===== config.mk =====
export PLATFORM = sky130hd
export DESIGN_NAME = stepper_ramp_pulse_generator_flat
export DESIGN_NICKNAME = d
export VERILOG_FILES = /design/src/design/srpg_pkg.sv /design/src/design/srpg_stream_if.sv /design/src/design/srpg_cfg_regs.sv /design/src/design/srpg_ramp_table.sv /design/src/design/srpg_ramp_core.sv /design/src/design/stepper_ramp_pulse_generator.sv /design/src/flat_wrapper.sv
export VERILOG_INCLUDE_DIRS = /design/src /design/src/design
export SDC_FILE = /design/constraint.sdc
export NUM_CORES = 1
export LEC_CHECK = 0
export BUFFER_PORTS_ARGS = -buffer_cell sky130_fd_sc_hd__clkbuf_2
export CAP_MARGIN = 20
export CORE_ASPECT_RATIO = 1.4
export CORE_UTILIZATION = 49
export CTS_BUF_LIST = sky130_fd_sc_hd__clkbuf_4
export DETAILED_ROUTE_END_ITERATION = 8
export PLACE_DENSITY = 0.87
export SLEW_MARGIN = 20
export SYNTH_ARGS = -nofsm -noshare
export SYNTH_HDL_FRONTEND = slang
export SYNTH_SLANG_ARGS = --single-unit

===== constraint.sdc =====
create_clock -name clk_i -period 1.2 [get_ports clk_i]
set_input_delay 0.24 -clock clk_i [delete_from_list [all_inputs] [get_ports clk_i]]
set_output_delay 0.24 -clock clk_i [all_outputs]
set_load 0.03 [all_outputs]

===== src/design/stepper_ramp_pulse_generator_defines.svh =====
// Assertion macros shared by the stepper ramp pulse generator.
`ifndef STEPPER_RAMP_PULSE_GENERATOR_DEFINES_SVH
`define STEPPER_RAMP_PULSE_GENERATOR_DEFINES_SVH

// Check cons in the same cycle as ante.
`define SRPG_ASSERT_SAME(label, ante, cons, msg) \
  label: assert property (@(posedge clk_i) disable iff (!rst_ni) \
    (ante) |-> (cons)) else $error(msg);

// Check cons in the cycle after ante.
`define SRPG_ASSERT_NEXT(label, ante, cons, msg) \
  label: assert property (@(posedge clk_i) disable iff (!rst_ni) \
    (ante) |=> (cons)) else $error(msg);

`endif


===== src/design/srpg_pkg.sv =====
// Shared types and codes of the stepper ramp pulse generator.
`timescale 1ns / 1ps
package srpg_pkg;

  localparam int unsigned APB_ADDR_W = 4;
  localparam int unsigned APB_DATA_W = 32;

  localparam logic [1:0] REG_USE_STEP_TOGGLE = 2'd0;
  localparam logic [1:0] REG_MOVE_PULSES     = 2'd1;
  localparam logic [1:0] REG_MAX_RUN_TIME_MS = 2'd2;
  localparam logic [1:0] REG_MOVE_DIRECTION  = 2'd3;

  localparam logic [2:0] MODE_TICK        = 3'd0;
  localparam logic [2:0] MODE_START       = 3'd1;
  localparam logic [2:0] MODE_STOP        = 3'd2;
  localparam logic [2:0] MODE_FORCED_STOP = 3'd3;
  localparam logic [2:0] MODE_TABLE_WRITE = 3'd4;

  localparam logic [1:0] PH_STOPPED = 2'd0;
  localparam logic [1:0] PH_ACCEL   = 2'd1;
  localparam logic [1:0] PH_RUN     = 2'd2;
  localparam logic [1:0] PH_DECEL   = 2'd3;

  localparam logic [1:0] MS_STOPPED  = 2'd0;
  localparam logic [1:0] MS_MOVING   = 2'd1;
  localparam logic [1:0] MS_STOPPING = 2'd2;

  typedef struct packed {
    logic        step_toggle_en;
    logic [31:0] move_pulses;
    logic [31:0] max_run_time_ms;
    logic        move_direction;
  } cfg_t;

  typedef struct packed {
    logic [2:0]  mode;
    logic [5:0]  table_index;
    logic [23:0] table_value;
    logic [31:0] now_ms;
  } item_t;

  typedef struct packed {
    logic       step_pulse;
    logic       step_level;
    logic       motor_enable;
    logic       direction_out;
    logic [1:0] motion_state;
    logic       movement_done;
    logic       cmd_ok;
  } result_t;

endpackage


===== src/design/srpg_stream_if.sv =====
// Valid/ready request channel carrying one payload.
`timescale 1ns / 1ps
interface srpg_stream_if #(
  parameter type payload_t = logic
);
  logic     valid;
  logic     ready;
  payload_t data;

  modport source (output valid, output data, input ready);
  modport sink (input valid, input data, output ready);
endinterface


===== src/design/srpg_cfg_regs.sv =====
// APB configuration registers of the stepper ramp pulse generator.
`timescale 1ns / 1ps
module srpg_cfg_regs (
  input  logic                                clk_i,
  input  logic                                rst_ni,
  input  logic                                psel,
  input  logic                                penable,
  input  logic                                pwrite,
  input  logic [srpg_pkg::APB_ADDR_W-1:0]     paddr,
  input  logic [srpg_pkg::APB_DATA_W-1:0]     pwdata,
  output logic [srpg_pkg::APB_DATA_W-1:0]     prdata,
  output logic                                pready,
  output srpg_pkg::cfg_t                      cfg_o
);

  srpg_pkg::cfg_t cfg_q;
  logic [1:0]     reg_idx;
  logic           wr_en;

  assign reg_idx = paddr[3:2];
  assign wr_en   = psel && penable && pwrite;
  assign pready  = 1'b1;
  assign cfg_o   = cfg_q;

  always_ff @(posedge clk_i or negedge rst_ni) begin
    if (!rst_ni) begin
      cfg_q <= '0;
    end else if (wr_en) begin
      case (reg_idx)
        srpg_pkg::REG_USE_STEP_TOGGLE: cfg_q.step_toggle_en  <= pwdata[0];
        srpg_pkg::REG_MOVE_PULSES:     cfg_q.move_pulses     <= pwdata;
        srpg_pkg::REG_MAX_RUN_TIME_MS: cfg_q.max_run_time_ms <= pwdata;
        srpg_pkg::REG_MOVE_DIRECTION:  cfg_q.move_direction  <= pwdata[0];
        default: ;
      endcase
    end
  end

  always_comb begin
    case (reg_idx)
      srpg_pkg::REG_USE_STEP_TOGGLE: prdata = {31'd0, cfg_q.step_toggle_en};
      srpg_pkg::REG_MOVE_PULSES:     prdata = cfg_q.move_pulses;
      srpg_pkg::REG_MAX_RUN_TIME_MS: prdata = cfg_q.max_run_time_ms;
      srpg_pkg::REG_MOVE_DIRECTION:  prdata = {31'd0, cfg_q.move_direction};
      default:                       prdata = '0;
    endcase
  end

endmodule


===== src/design/srpg_ramp_table.sv =====
// Ramp interval memory: one write port, two registered read ports.
`timescale 1ns / 1ps
module srpg_ramp_table #(
  parameter int unsigned DEPTH  = 64,
  parameter int unsigned WIDTH  = 24,
  parameter int unsigned ADDR_W = 6
) (
  input  logic              clk_i,
  input  logic              we_i,
  input  logic [ADDR_W-1:0] waddr_i,
  input  logic [WIDTH-1:0]  wdata_i,
  input  logic [ADDR_W-1:0] raddr_a_i,
  input  logic [ADDR_W-1:0] raddr_b_i,
  output logic [WIDTH-1:0]  rdata_a_o,
  output logic [WIDTH-1:0]  rdata_b_o
);

  logic [WIDTH-1:0] mem_q [DEPTH];
  logic [WIDTH-1:0] rdata_a_q;
  logic [WIDTH-1:0] rdata_b_q;

  assign rdata_a_o = rdata_a_q;
  assign rdata_b_o = rdata_b_q;

  always_ff @(posedge clk_i) begin
    if (we_i) begin
      mem_q[waddr_i] <= wdata_i;
    end
  end

  // Forward a write to a read of the same entry.
  always_ff @(posedge clk_i) begin
    if (we_i && (waddr_i == raddr_a_i)) begin
      rdata_a_q <= wdata_i;
    end else begin
      rdata_a_q <= mem_q[raddr_a_i];
    end
    if (we_i && (waddr_i == raddr_b_i)) begin
      rdata_b_q <= wdata_i;
    end else begin
      rdata_b_q <= mem_q[raddr_b_i];
    end
  end

endmodule


===== src/design/srpg_ramp_core.sv =====
// Ramp state machine, step counters and command handling.
`timescale 1ns / 1ps
module srpg_ramp_core #(
  parameter int unsigned TABLE_DEPTH   = 64,
  parameter int unsigned TICK_US       = 10,
  parameter int unsigned INTERVAL_BITS = 24,
  parameter int unsigned POS_W         = 6
) (
  input  logic                     clk_i,
  input  logic                     rst_ni,
  input  logic                     step_en_i,
  input  srpg_pkg::item_t          item_i,
  input  srpg_pkg::cfg_t           cfg_i,
  input  logic [INTERVAL_BITS-1:0] rd_up_i,
  input  logic [INTERVAL_BITS-1:0] rd_dn_i,
  output logic [POS_W-1:0]         raddr_up_o,
  output logic [POS_W-1:0]         raddr_dn_o,
  output logic                     tbl_we_o,
  output logic [POS_W-1:0]         tbl_waddr_o,
  output logic [INTERVAL_BITS-1:0] tbl_wdata_o,
  output srpg_pkg::result_t        res_o
);

  localparam int unsigned SUM_W = INTERVAL_BITS + 11;
  localparam logic [POS_W-1:0] LAST_POS = POS_W'(TABLE_DEPTH - 1);
  localparam logic [INTERVAL_BITS-1:0] IV_MAX = {INTERVAL_BITS{1'b1}};

  logic [1:0]               phase_q, phase_d;
  logic                     pend_q, pend_d;
  logic [POS_W-1:0]         pos_q, pos_d;
  logic [INTERVAL_BITS-1:0] acc_q, acc_d;
  logic [INTERVAL_BITS-1:0] iv_q, iv_d;
  logic [31:0]              pulses_q, pulses_d;
  logic [31:0]              thr_q, thr_d;
  logic [31:0]              start_q, start_d;
  logic                     step_q, step_d;
  logic                     en_q, en_d;
  logic                     dir_q, dir_d;

  logic [SUM_W-1:0]         acc_sum;
  logic [INTERVAL_BITS-1:0] acc_sat;
  logic [31:0]              elapsed_ms;
  logic                     is_idle;
  logic                     is_moving;
  logic                     end_mv;
  logic [1:0]               adv_phase;
  logic [POS_W-1:0]         adv_pos;
  logic [INTERVAL_BITS-1:0] adv_iv;
  logic [31:0]              idx_ext;
  logic [55:0]              val_ext;

  always_comb begin
    phase_d     = phase_q;
    pend_d      = pend_q;
    pos_d       = pos_q;
    acc_d       = acc_q;
    iv_d        = iv_q;
    pulses_d    = pulses_q;
    thr_d       = thr_q;
    start_d     = start_q;
    step_d      = step_q;
    en_d        = en_q;
    dir_d       = dir_q;
    res_o       = '0;
    tbl_we_o    = 1'b0;
    end_mv      = 1'b0;
    adv_phase   = phase_q;
    adv_pos     = pos_q;
    adv_iv      = iv_q;
    idx_ext     = 32'(item_i.table_index);
    val_ext     = 56'(item_i.table_value);
    tbl_waddr_o = idx_ext[POS_W-1:0];
    tbl_wdata_o = val_ext[INTERVAL_BITS-1:0];
    acc_sum     = SUM_W'(acc_q) + SUM_W'(TICK_US);
    acc_sat     = (acc_sum > SUM_W'(IV_MAX)) ? IV_MAX : acc_sum[INTERVAL_BITS-1:0];
    elapsed_ms  = item_i.now_ms - start_q;
    is_idle     = (phase_q == srpg_pkg::PH_STOPPED) && !pend_q;
    is_moving   = (phase_q != srpg_pkg::PH_STOPPED) && !pend_q;

    if (step_en_i) begin
      case (item_i.mode)
        srpg_pkg::MODE_TICK: begin
          if (phase_q != srpg_pkg::PH_STOPPED) begin
            acc_d = acc_sat;
            if (acc_sat >= iv_q) begin
              acc_d = '0;
              case (phase_q)
                srpg_pkg::PH_ACCEL: begin
                  adv_iv = rd_up_i;
                  if (pos_q == LAST_POS) begin
                    adv_phase = srpg_pkg::PH_RUN;
                  end else begin
                    adv_pos = pos_q + POS_W'(1);
                  end
                end
                srpg_pkg::PH_RUN: begin
                  if ((cfg_i.move_pulses != 32'd0) && (pulses_q >= thr_q)) begin
                    adv_phase = srpg_pkg::PH_DECEL;
                  end
                end
                srpg_pkg::PH_DECEL: begin
                  if (pos_q > POS_W'(1)) begin
                    adv_pos = pos_q - POS_W'(1);
                    adv_iv  = rd_dn_i;
                  end else begin
                    adv_phase = srpg_pkg::PH_STOPPED;
                  end
                end
                default: ;
              endcase
              if ((cfg_i.max_run_time_ms != 32'd0) && (elapsed_ms >= cfg_i.max_run_time_ms)) begin
                adv_phase = srpg_pkg::PH_STOPPED;
              end
              if ((cfg_i.move_pulses != 32'd0) && (pulses_q >= cfg_i.move_pulses)) begin
                adv_phase = srpg_pkg::PH_STOPPED;
              end
              if (adv_phase != srpg_pkg::PH_STOPPED) begin
                phase_d          = adv_phase;
                pos_d            = adv_pos;
                iv_d             = adv_iv;
                pulses_d         = pulses_q + 32'd1;
                res_o.step_pulse = 1'b1;
                if (cfg_i.step_toggle_en) begin
                  step_d = ~step_q;
                end
              end else begin
                end_mv              = 1'b1;
                res_o.movement_done = 1'b1;
              end
            end
          end
        end
        srpg_pkg::MODE_START: begin
          if (is_idle) begin
            thr_d        = cfg_i.move_pulses - (cfg_i.move_pulses >> 1);
            en_d         = 1'b1;
            dir_d        = cfg_i.move_direction;
            iv_d         = rd_dn_i;
            pos_d        = '0;
            pulses_d     = '0;
            acc_d        = '0;
            start_d      = item_i.now_ms;
            pend_d       = 1'b0;
            phase_d      = srpg_pkg::PH_ACCEL;
            res_o.cmd_ok = 1'b1;
          end
        end
        srpg_pkg::MODE_STOP: begin
          if (is_moving) begin
            pend_d       = 1'b1;
            phase_d      = srpg_pkg::PH_DECEL;
            res_o.cmd_ok = 1'b1;
          end
        end
        srpg_pkg::MODE_FORCED_STOP: begin
          if (is_moving) begin
            end_mv              = 1'b1;
            res_o.movement_done = 1'b1;
            res_o.cmd_ok        = 1'b1;
          end
        end
        srpg_pkg::MODE_TABLE_WRITE: begin
          if (is_idle && (idx_ext < 32'(TABLE_DEPTH))) begin
            tbl_we_o     = 1'b1;
            res_o.cmd_ok = 1'b1;
          end
        end
        default: ;
      endcase
    end

    if (end_mv) begin
      phase_d  = srpg_pkg::PH_STOPPED;
      pend_d   = 1'b0;
      pos_d    = '0;
      acc_d    = '0;
      iv_d     = '0;
      pulses_d = '0;
      thr_d    = '0;
      start_d  = '0;
      en_d     = 1'b0;
      if (cfg_i.step_toggle_en) begin
        step_d = 1'b0;
      end
    end

    res_o.step_level    = step_d;
    res_o.motor_enable  = en_d;
    res_o.direction_out = dir_d;
    if (pend_d) begin
      res_o.motion_state = srpg_pkg::MS_STOPPING;
    end else if (phase_d != srpg_pkg::PH_STOPPED) begin
      res_o.motion_state = srpg_pkg::MS_MOVING;
    end else begin
      res_o.motion_state = srpg_pkg::MS_STOPPED;
    end

    raddr_up_o = (pos_d == LAST_POS) ? pos_d : pos_d + POS_W'(1);
    raddr_dn_o = (pos_d == '0) ? '0 : pos_d - POS_W'(1);
  end

  always_ff @(posedge clk_i or negedge rst_ni) begin
    if (!rst_ni) begin
      phase_q  <= srpg_pkg::PH_STOPPED;
      pend_q   <= 1'b0;
      pos_q    <= '0;
      acc_q    <= '0;
      iv_q     <= '0;
      pulses_q <= '0;
      thr_q    <= '0;
      start_q  <= '0;
      step_q   <= 1'b0;
      en_q     <= 1'b0;
      dir_q    <= 1'b0;
    end else begin
      phase_q  <= phase_d;
      pend_q   <= pend_d;
      pos_q    <= pos_d;
      acc_q    <= acc_d;
      iv_q     <= iv_d;
      pulses_q <= pulses_d;
      thr_q    <= thr_d;
      start_q  <= start_d;
      step_q   <= step_d;
      en_q     <= en_d;
      dir_q    <= dir_d;
    end
  end

endmodule


===== src/design/stepper_ramp_pulse_generator.sv =====
// Top level of the stepper ramp pulse generator.
//
//   channel   direction  payload                              handshake
//   in_i      in         mode, table_index, table_value, now  valid/ready
//   out_o     out        step, enable, direction, state flags valid/ready
//   apb       in/out     step_toggle_en .. move_direction     psel/penable
//
// One request per cycle unless out_o stalls: a request is held in the input register;
// its result is computed in one pass and is then valid in the result register.
// Registered neighbor reads of the table hold the entries next to the ramp position.
// Reset clears control state; the ramp table holds no reset value.
// While a result waits, one more request is taken into the input register, then
// in_i.ready drops until the result is taken; nothing is dropped.
`timescale 1ns / 1ps
`include "stepper_ramp_pulse_generator_defines.svh"
module stepper_ramp_pulse_generator #(
  parameter int unsigned TABLE_DEPTH   = 64,
  parameter int unsigned TICK_US       = 10,
  parameter int unsigned INTERVAL_BITS = 24
) (
  input  logic                            clk_i,
  input  logic                            rst_ni,
  srpg_stream_if.sink                     in_i,
  srpg_stream_if.source                   out_o,
  input  logic                            psel,
  input  logic                            penable,
  input  logic                            pwrite,
  input  logic [srpg_pkg::APB_ADDR_W-1:0] paddr,
  input  logic [srpg_pkg::APB_DATA_W-1:0] pwdata,
  output logic [srpg_pkg::APB_DATA_W-1:0] prdata,
  output logic                            pready
);

  localparam int unsigned POS_W = $clog2(TABLE_DEPTH);

  srpg_pkg::cfg_t    cfg;
  srpg_pkg::item_t   in_q;
  srpg_pkg::result_t res;
  srpg_pkg::result_t out_q;
  logic              in_valid_q;
  logic              out_valid_q;
  logic              advance;
  logic              in_ready;

  logic [POS_W-1:0]         raddr_up;
  logic [POS_W-1:0]         raddr_dn;
  logic [INTERVAL_BITS-1:0] rd_up;
  logic [INTERVAL_BITS-1:0] rd_dn;
  logic                     tbl_we;
  logic [POS_W-1:0]         tbl_waddr;
  logic [INTERVAL_BITS-1:0] tbl_wdata;

  assign advance     = in_valid_q && (!out_valid_q || out_o.ready);
  assign in_ready    = !in_valid_q || advance;
  assign in_i.ready  = in_ready;
  assign out_o.valid = out_valid_q;
  assign out_o.data  = out_q;

  srpg_cfg_regs u_cfg (
    .clk_i   (clk_i),
    .rst_ni  (rst_ni),
    .psel    (psel),
    .penable (penable),
    .pwrite  (pwrite),
    .paddr   (paddr),
    .pwdata  (pwdata),
    .prdata  (prdata),
    .pready  (pready),
    .cfg_o   (cfg)
  );

  srpg_ramp_table #(
    .DEPTH  (TABLE_DEPTH),
    .WIDTH  (INTERVAL_BITS),
    .ADDR_W (POS_W)
  ) u_table (
    .clk_i     (clk_i),
    .we_i      (tbl_we),
    .waddr_i   (tbl_waddr),
    .wdata_i   (tbl_wdata),
    .raddr_a_i (raddr_up),
    .raddr_b_i (raddr_dn),
    .rdata_a_o (rd_up),
    .rdata_b_o (rd_dn)
  );

  srpg_ramp_core #(
    .TABLE_DEPTH   (TABLE_DEPTH),
    .TICK_US       (TICK_US),
    .INTERVAL_BITS (INTERVAL_BITS),
    .POS_W         (POS_W)
  ) u_core (
    .clk_i       (clk_i),
    .rst_ni      (rst_ni),
    .step_en_i   (advance),
    .item_i      (in_q),
    .cfg_i       (cfg),
    .rd_up_i     (rd_up),
    .rd_dn_i     (rd_dn),
    .raddr_up_o  (raddr_up),
    .raddr_dn_o  (raddr_dn),
    .tbl_we_o    (tbl_we),
    .tbl_waddr_o (tbl_waddr),
    .tbl_wdata_o (tbl_wdata),
    .res_o       (res)
  );

  always_ff @(posedge clk_i or negedge rst_ni) begin
    if (!rst_ni) begin
      in_valid_q  <= 1'b0;
      out_valid_q <= 1'b0;
    end else begin
      if (in_ready) begin
        in_valid_q <= in_i.valid;
      end
      if (advance) begin
        out_valid_q <= 1'b1;
      end else if (out_o.ready) begin
        out_valid_q <= 1'b0;
      end
    end
  end

  always_ff @(posedge clk_i) begin
    if (in_i.valid && in_ready) begin
      in_q <= in_i.data;
    end
    if (advance) begin
      out_q <= res;
    end
  end

  `SRPG_ASSERT_NEXT(a_accept_loads, in_i.valid && in_ready, in_valid_q, "accepted request lost")
  `SRPG_ASSERT_NEXT(a_tick_no_ok, advance && (in_q.mode == srpg_pkg::MODE_TICK),
                    !out_q.cmd_ok, "tick reported as command")
  `SRPG_ASSERT_SAME(a_pulse_enabled, out_valid_q && out_q.step_pulse,
                    out_q.motor_enable && (out_q.motion_state != srpg_pkg::MS_STOPPED),
                    "step pulse while driver disabled")

endmodule

===== src/flat_wrapper.sv =====
// flat-port wrapper written by rule: the top's interface ports become plain ports
module stepper_ramp_pulse_generator_flat 
#(
  parameter int unsigned TABLE_DEPTH   = 64,
  parameter int unsigned TICK_US       = 10,
  parameter int unsigned INTERVAL_BITS = 24
)
  (clk_i, rst_ni, psel, penable, pwrite, paddr, pwdata, prdata, pready, in_i_valid, in_i_data, in_i_ready, out_o_valid, out_o_data, out_o_ready);
  srpg_stream_if in_i_i ();
  srpg_stream_if out_o_i ();
  input  logic clk_i;
  input  logic rst_ni;
  input  logic psel;
  input  logic penable;
  input  logic pwrite;
  input  logic [srpg_pkg::APB_ADDR_W-1:0] paddr;
  input  logic [srpg_pkg::APB_DATA_W-1:0] pwdata;
  output logic [srpg_pkg::APB_DATA_W-1:0] prdata;
  output logic pready;
  input wire logic [$bits(in_i_i.valid)-1:0] in_i_valid;
  input wire logic [$bits(in_i_i.data)-1:0] in_i_data;
  output wire logic [$bits(in_i_i.ready)-1:0] in_i_ready;
  output wire logic [$bits(out_o_i.valid)-1:0] out_o_valid;
  output wire logic [$bits(out_o_i.data)-1:0] out_o_data;
  input wire logic [$bits(out_o_i.ready)-1:0] out_o_ready;
  assign in_i_i.valid = in_i_valid;
  assign in_i_i.data = in_i_data;
  assign in_i_ready = in_i_i.ready;
  assign out_o_valid = out_o_i.valid;
  assign out_o_data = out_o_i.data;
  assign out_o_i.ready = out_o_ready;
  stepper_ramp_pulse_generator #(.TABLE_DEPTH(TABLE_DEPTH), .TICK_US(TICK_US), .INTERVAL_BITS(INTERVAL_BITS)) u_core (.clk_i(clk_i), .rst_ni(rst_ni), .in_i(in_i_i), .out_o(out_o_i), .psel(psel), .penable(penable), .pwrite(pwrite), .paddr(paddr), .pwdata(pwdata), .prdata(prdata), .pready(pready));
endmodule

Word-level counts from Yosys, hierarchy flattened
Cells that the tools add are included.

storage, ports and cells
  bits in registers = 68
  bits in latches = 0
  bits in writable memories = 0
  ROM bits = 0
  input port bits = 44
  memories kept = 0

operators by class
  add/sub/neg operators = 0
  multiply operators = 0
  divide/modulo/power cells = 0
  $lt $le $gt $ge = 0
  equality and inequality tests = 3
  shift-type cells = 0
  mux-type cells = 3
  bitwise gates (word level) = 0
  reduce and logical (&&, ||, !) cells = 13

operator list
  cell                                                              number
  32-bit case mux with 4 select lines                               1
  2-bit AND reduction                                               4
  2-bit == test (second input constant)                             2
  1-bit logical AND                                                 3
  2-bit by 1-bit == test with 1-bit output (second input constant)  1
  1-bit zero test                                                   2
  2-bit zero test                                                   1
  1-bit logical OR                                                  2
  1-bit 2-to-1 mux                                                  2
  2-bit nonzero test                                                1

Longest topological paths before layout
Gate-level depths: netlist of the first run.

  depth in word-level cells = 4
  gate-level depth with buffers = 4
  depth with buffers taken out = 3

By module
Synthesis of the first run repeated with hierarchy kept, for this count alone.

unflattened totals
  cells, all modules = 5,872
  area, all modules = 89,968.8 µm²

modules (own cells, without submodules)
  module                        instances  cells an instance  area each (µm²)  sequential area each (µm²)
  srpg_ramp_table               1          3,877              72,218.0         46,364.5
  srpg_ramp_core                1          1,797              14,704.1         3,903.7
  srpg_cfg_regs                 1          187                2,879.0          1,651.6
  stepper_ramp_pulse_generator  1          11                 167.7            110.1

Worst setup path after synthesis of the first run
OpenSTA, ideal clock, no wires.

  kind = input to output
  start = input paddr[2] in the netlist's numbering
  end = output prdata[10] in the netlist's numbering
  data arrival time = 1,154 ps
  required time = 960 ps
  path slack = -194 ps
  cell stages on the path = 4
  path buffers = 2
  path through = clkbuf_2 nor2b_1 buf_2 a22o_1

between the ends
  longest elaborated chain between the ends = 2
  elaborated cells on any way between the ends = 5
  those cells by class = 3 x eq/ne; 1 x mux; 1 x reduce/logical

RTL lines
  item                                         RTL line             RTL
  from (decl)                                  flat_wrapper.sv:16   input logic [srpg_pkg::APB_ADDR_W-1:0] paddr;
  2-bit == test, or another cell as far along  srpg_cfg_regs.sv:40  case (reg_idx)
  32-bit case mux with 4 select lines *        srpg_cfg_regs.sv:40
  to (decl)                                    flat_wrapper.sv:18   output logic [srpg_pkg::APB_DATA_W-1:0] prdata;

Mark *: on every way between the ends. The rest lies on a longest branch, timed or not.

Final worst setup path of the first run
  start = register u_core.u_cfg.cfg_q (netlist bit u_core.u_cfg.cfg_o[0])
  end = output prdata[0] in the netlist's numbering

between the ends
  longest elaborated chain between the ends = 1

RTL lines
  item                                 RTL line             RTL
  from (decl)                          srpg_cfg_regs.sv:16  srpg_pkg::cfg_t cfg_q;
  32-bit case mux with 4 select lines  srpg_cfg_regs.sv:40

No other way between the ends.

==> results of run 1 <==
## kinds of logic after synthesis
kind of cell	count (synthesis)	share of synthesized area
AO/OA/AOI/OAI	32	0.0941
AND/OR/NAND/NOR	10	0.0308
flip-flops	68	0.574
buffers and inverters	16	0.0396
other	2	0.00253
multiplexers	67	0.259
## final cells by class
class	instances	area, um2	share of cell area
inverter	1	3.75	0.000824
clock buffer	9	67.6	0.0148
sequential	68	1700	0.374
clock inverter	7	91.3	0.0201
timing repair buffer	113	1130	0.248
multi-input combinational	111	1470	0.323
tap	70	87.6	0.0192
## worst paths after layout
check                                            start                endpoint  slack [ps]  cells after the start
max in group asynchronous                       rst_ni   u_core.u_cfg.cfg_o[5]         390                      3
worst max register to register  u_core.u_cfg.cfg_o[50]  u_core.u_cfg.cfg_o[50]         140                      3
min in group asynchronous                       rst_ni  u_core.u_cfg.cfg_o[19]         270                      2
worst max-delay path             u_core.u_cfg.cfg_o[0]               prdata[0]        -470                      2
worst min register to register       u_core.in_valid_q      u_core.out_o.valid         500                      1
worst min-delay path                        in_i_valid       u_core.in_valid_q          40                      2
## registers in the layout, indices dropped and copies added (netlist names)
register / cells
u_core.in_valid_q: 1
u_core.u_cfg.cfg_o: 66
u_core.out_o.valid: 1
## Yosys cell counts
cell	count	area, um2
conb_1	2	7.51
nor3b_4	2	37.5
nand2_1	1	3.75
nor2b_1	2	12.5
mux2_2	64	721
buf_2	6	30.0
nand2b_1	1	6.26
nor3_1	1	5.00
mux2_1	2	22.5
dfrtp_1	68	1700
buf_4	3	22.5
nand3_1	1	5.00
inv_1	1	3.75
a22o_1	31	272
clkbuf_2	1	5.00
a21o_1	1	7.51
mux4_1	1	26.3
nand3_4	1	17.5
nor2_1	1	3.75
buf_6	5	56.3
## where the power goes
| part | switching, mW | internal, mW |
|---|---|---|
| logic | 0.888 | 1.43 |
| clock network | 0.837 | 0.838 |
| registers | 0.389 | 2.81 |
## placed cells by master (no fill, tap or decap), types with 3 or more instances in the layout
master    netlist  routed
dfrtp_1        68      68
mux2_2         64      50
clkbuf_2        1      38
buf_8           0      34
a22o_4          0      29
buf_4           3      29
mux2_4          0      14
clkbuf_4        0       9
buf_12          0       7
clkinv_2        0       3
## per-stage QoR
step	hold slack, ps	power [mW]	utilization	cell area (um2)
5_1_grt	1.72	7.50	0.777	4550
3_5_place_dp	146	4.91	0.653	3830
6_report	40.2	7.19	0.777	4550
2_1_floorplan	-55.6	4.43	-	3320
3_3_place_gp	143	4.82	0.653	3830
4_1_cts	5.94	6.96	0.755	4430
## critical path, delay by kind of cell (launching register included)
family                 cells  cell delay, ps
buffers and inverters      1             150
flip-flops                 1             390
multiplexers               1             490
## routing by layer
layer | GRT usage | vias to the layer above | share of wire
li1 | - | 942 | -
met1 | 0.268 | 1043 | 0.41
met2 | 0.399 | 66 | 0.54
met3 | 0.0752 | 6 | 0.047
met4 | 0.0922 | 0 | 0.0093
met5 | 0 | - | 0
## repair_timing
action,4_1_cts,5_1_grt
setup endpoints to repair,34,34
hold buffers,1,0
gates cloned,1,0
pin swaps,28,2
endpoints found under the hold margin,40,0
gates resized for setup,72,34
setup buffers,11,11
==> results_dict.tcl, run 1 <==
set metrics [dict create \
    status "finished with violations" \
    violations "setup timing" \
    rsz0062_at_grt "yes" \
    max_stage_delay_ps 490 \
    cts_tree "done" \
    dieWidth_um 67.8 \
    nets 348 \
    ir_drop_v 0.00112 \
    cp_max_fo 2 \
    syn_to_final_growth_pct 53.5 \
    fin_crit_ps 1670 \
    required_ps 960 \
    finalWeightedCongestion 0.678 \
    antenna_found_initial 0 \
    hold_viol 0 \
    synth_nets 239 \
    cp-end-kind "output pin" \
    drcViolationCount 0 \
    core_um2 5860 \
    design.die.area_um2 6370 \
    skew_ps 0.0126 \
    dpl.cell_count 339 \
    first_iter_violations 59 \
    wire_per_inst_um 18.4 \
    syn-cell-area_um2 2970 \
    drt-total-wl_mm 6.99 \
    clkTransAtPathRegs_ps 120 \
    grt_pass1_vias 2206 \
    portBuffers 74 \
    drv_slew 0 \
    die_h_um 94.1 \
    synth_cell_types 20 \
    gr-total-overflow 0 \
    worstSetupPathType "reg -> out" \
    path_cells "mux4_2, buf_8" \
    critPathSlowestCell "mux4_2" \
    hold_path_class "in -> reg" \
    p_leak_nw 2.20 \
    grt.total_usage 0.236 \
    layout-drive-gt1-share 0.741 \
    syn_area_per_cell_um2 15.2 \
    cp-start-kind "flip-flop" \
    viasPerCell 5.43 \
    place_worst_setup_slack_ps -301 \
    synthCells 195 \
    dr.pass1.iters 4 \
    io_pins 80 \
    grt_max_degree 33 \
    ys.warnings.count 0 \
    final.setup.tns_ps -8200 \
    start_util 0.506 \
    cts_htree_levels 3 \
    fin_ws_ps -474 \
    cts_sinks 68 \
    fillers 328 \
    fin_cells 379 \
    crit_arrival_ps 1430 \
    postRouteAntennaNets 0 \
    cts-root-buf "clkbuf_4" \
    fin_crit_sh 1.40 \
    dpl.hpwl_mm 4.24 \
    ys_seq_area_frac 0.574 \
    num_antenna_cells 0 \
    cts_buffers 9 \
    grt_pass1_wl_mm 10.6 \
    synth_seq_cells 68 \
    cap_violations 0 \
    cellPowerDensity_nw_per_um2 1580 \
    fmax_mhz 597 \
    rows 33 \
    clock_latency_ps 390 \
    clockBufferDepth 2 \
    setup_viol_count_final 34 \
    via_count 2057 \
]
Note: power is estimated with default switching activity, not from simulation.
==> run 2, diff against run 1 <==
- CORE_MARGIN: default -> 5
==> results_dict.tcl, run 2 (synthesis gave the netlist of run 1 again) <==
set metrics [dict create \
    syn_to_final_growth_pct 53.8 \
    grt_max_degree 69 \
    status "finished with violations" \
    dr.pass1.iters 4 \
    fin_cells 380 \
    cp-end-kind "output pin" \
    clock_latency_ps 410 \
    die_h_um 102 \
    cellPowerDensity_nw_per_um2 1620 \
    fin_ws_ps -493 \
    cp-start-kind "flip-flop" \
    cts_sinks 68 \
    start_util 0.506 \
    hold_viol 0 \
    largest_register_ffs 66 \
    required_ps 960 \
    nets 349 \
    layout_common_cells "dfrtp_1, mux2_2, clkbuf_2, buf_8, buf_4" \
    num_antenna_cells 0 \
    p_leak_nw 2.21 \
    dpl.cell_count 340 \
    wire_per_inst_um 18.6 \
    place_worst_setup_slack_ps -291 \
    grt.total_usage 0.199 \
    antenna_found_initial 0 \
    first_iter_violations 74 \
    fin_crit_sh 1.41 \
    finalWeightedCongestion 0.721 \
    final_common_cell "dfrtp_1" \
    max_stage_delay_ps 490 \
    dieWidth_um 75.8 \
    gr-total-overflow 0 \
    cts_tree "done" \
    cap_violations 0 \
    place_area_um2 3800 \
    ir_drop_v 0.00105 \
    via_count 2072 \
    grt_pass1_vias 2337 \
    path_delay_family "multiplexers" \
    cts_htree_levels 3 \
    crit_arrival_ps 1450 \
    portBuffers 74 \
    io_pins 80 \
    postRouteAntennaNets 0 \
    dpl.hpwl_mm 4.45 \
    critPathSlowestCell "mux4_2" \
    path_buf_inv 1 \
    viasPerCell 5.45 \
    core_um2 5860 \
    hold_path_class "in -> reg" \
    fin_crit_ps 1690 \
    grt_pass1_wl_mm 11.4 \
    design.die.area_um2 7730 \
    drcViolationCount 0 \
    setup_viol_count_final 34 \
    rrSetupSlack_ps 160 \
    worstSetupPathType "reg -> out" \
    drt-total-wl_mm 7.06 \
    stdcell_area_um2 4560 \
    cp_max_fo 2 \
    cts-root-buf "clkbuf_4" \
    rows 33 \
    skew_ps 0.0632 \
    rsz0062_at_grt "yes" \
    fmax_mhz 591 \
    violations "setup timing" \
    drv_slew 0 \
    layout-drive-gt1-share 0.735 \
    cts_buffers 9 \
    clockBufferDepth 2 \
    clkTransAtPathRegs_ps 120 \
    path_cells "mux4_2, buf_8" \
]
[run 2: changes by cell type in the layout (fill, tap and decap cells not counted), sizes merged]
cell,delta
clkbuf,+1
buf,-1
dlygate4sd3,+1
bufinv,+1
clkinv,-1
[run 2: worst register-to-register path, stage by stage, from the launching register on]
cell and delay [ps]:
dfrtp_1 410, buf_4 140, buf_4 120, mux2_4 270
[run 2: layer usage]
metal / global-route usage / up-vias / routed length (um)
met2: 0.330 / 66 / 3730
met5: 0 / - / 0
met1: 0.243 / 1054 / 2820
li1: - / 941 / -
met4: 0.0956 / 0 / 119
met3: 0.0374 / 11 / 390
[run 2: path summary, 6_finish.rpt]
check                                               to  depth (start not counted)              startpoint
min in group asynchronous       u_core.u_cfg.cfg_o[34]                          3                  rst_ni
worst max-delay path                         prdata[0]                          2   u_core.u_cfg.cfg_o[0]
worst max register to register  u_core.u_cfg.cfg_o[38]                          3  u_core.u_cfg.cfg_o[38]
worst min register to register      u_core.out_o.valid                          1       u_core.in_valid_q
max in group asynchronous       u_core.u_cfg.cfg_o[16]                          3                  rst_ni
worst min-delay path            u_core.u_cfg.cfg_o[42]                          2               pwdata[9]
[run 2: final cells by class]
| class | count | area, um2 |
|---|---|---|
| Clock buffer | 9 | 67.6 |
| Clock inverter | 7 | 115 |
| Fill cell | 345 | 1300 |
| Inverter | 1 | 3.75 |
| Multi-Input combinational cell | 111 | 1470 |
| Sequential cell | 68 | 1700 |
| Tap cell | 70 | 87.6 |
| Timing Repair Buffer | 114 | 1110 |
[run 2: stage by stage]
step	TNS (ps)	hold WS (ps)	total power, mW	util
finish	-8630	52.2	7.40	0.778
global placement	-22110	287	4.83	0.648
detailed placement	-22900	284	4.91	0.648
CTS	-9490	36.0	7.20	0.759
global route	-10360	32.4	7.74	0.778
floorplan	-5790	-55.6	4.43	-
[run 2: report_power, final]
| part | internal (mW) | switching [mW] | leakage, nW |
|---|---|---|---|
| sequential | 2.81 | 0.389 | 0.831 |
| combinational | 1.43 | 0.885 | 1.28 |
| clock | 1.05 | 0.837 | 0.0936 |
| total | 5.29 | 2.11 | 2.21 |
[run 2: timing repair]
| action | 4_1_cts | 5_1_grt |
|---|---|---|
| setup endpoints to repair | 34 | 34 |
| gates resized for setup | 72 | 33 |
| buffers inserted | 12 | 9 |
| hold buffers | 2 | 0 |
| gates cloned | 1 | 0 |
| pin swaps | 29 | 2 |
| endpoints found under the hold margin | 69 | 0 |
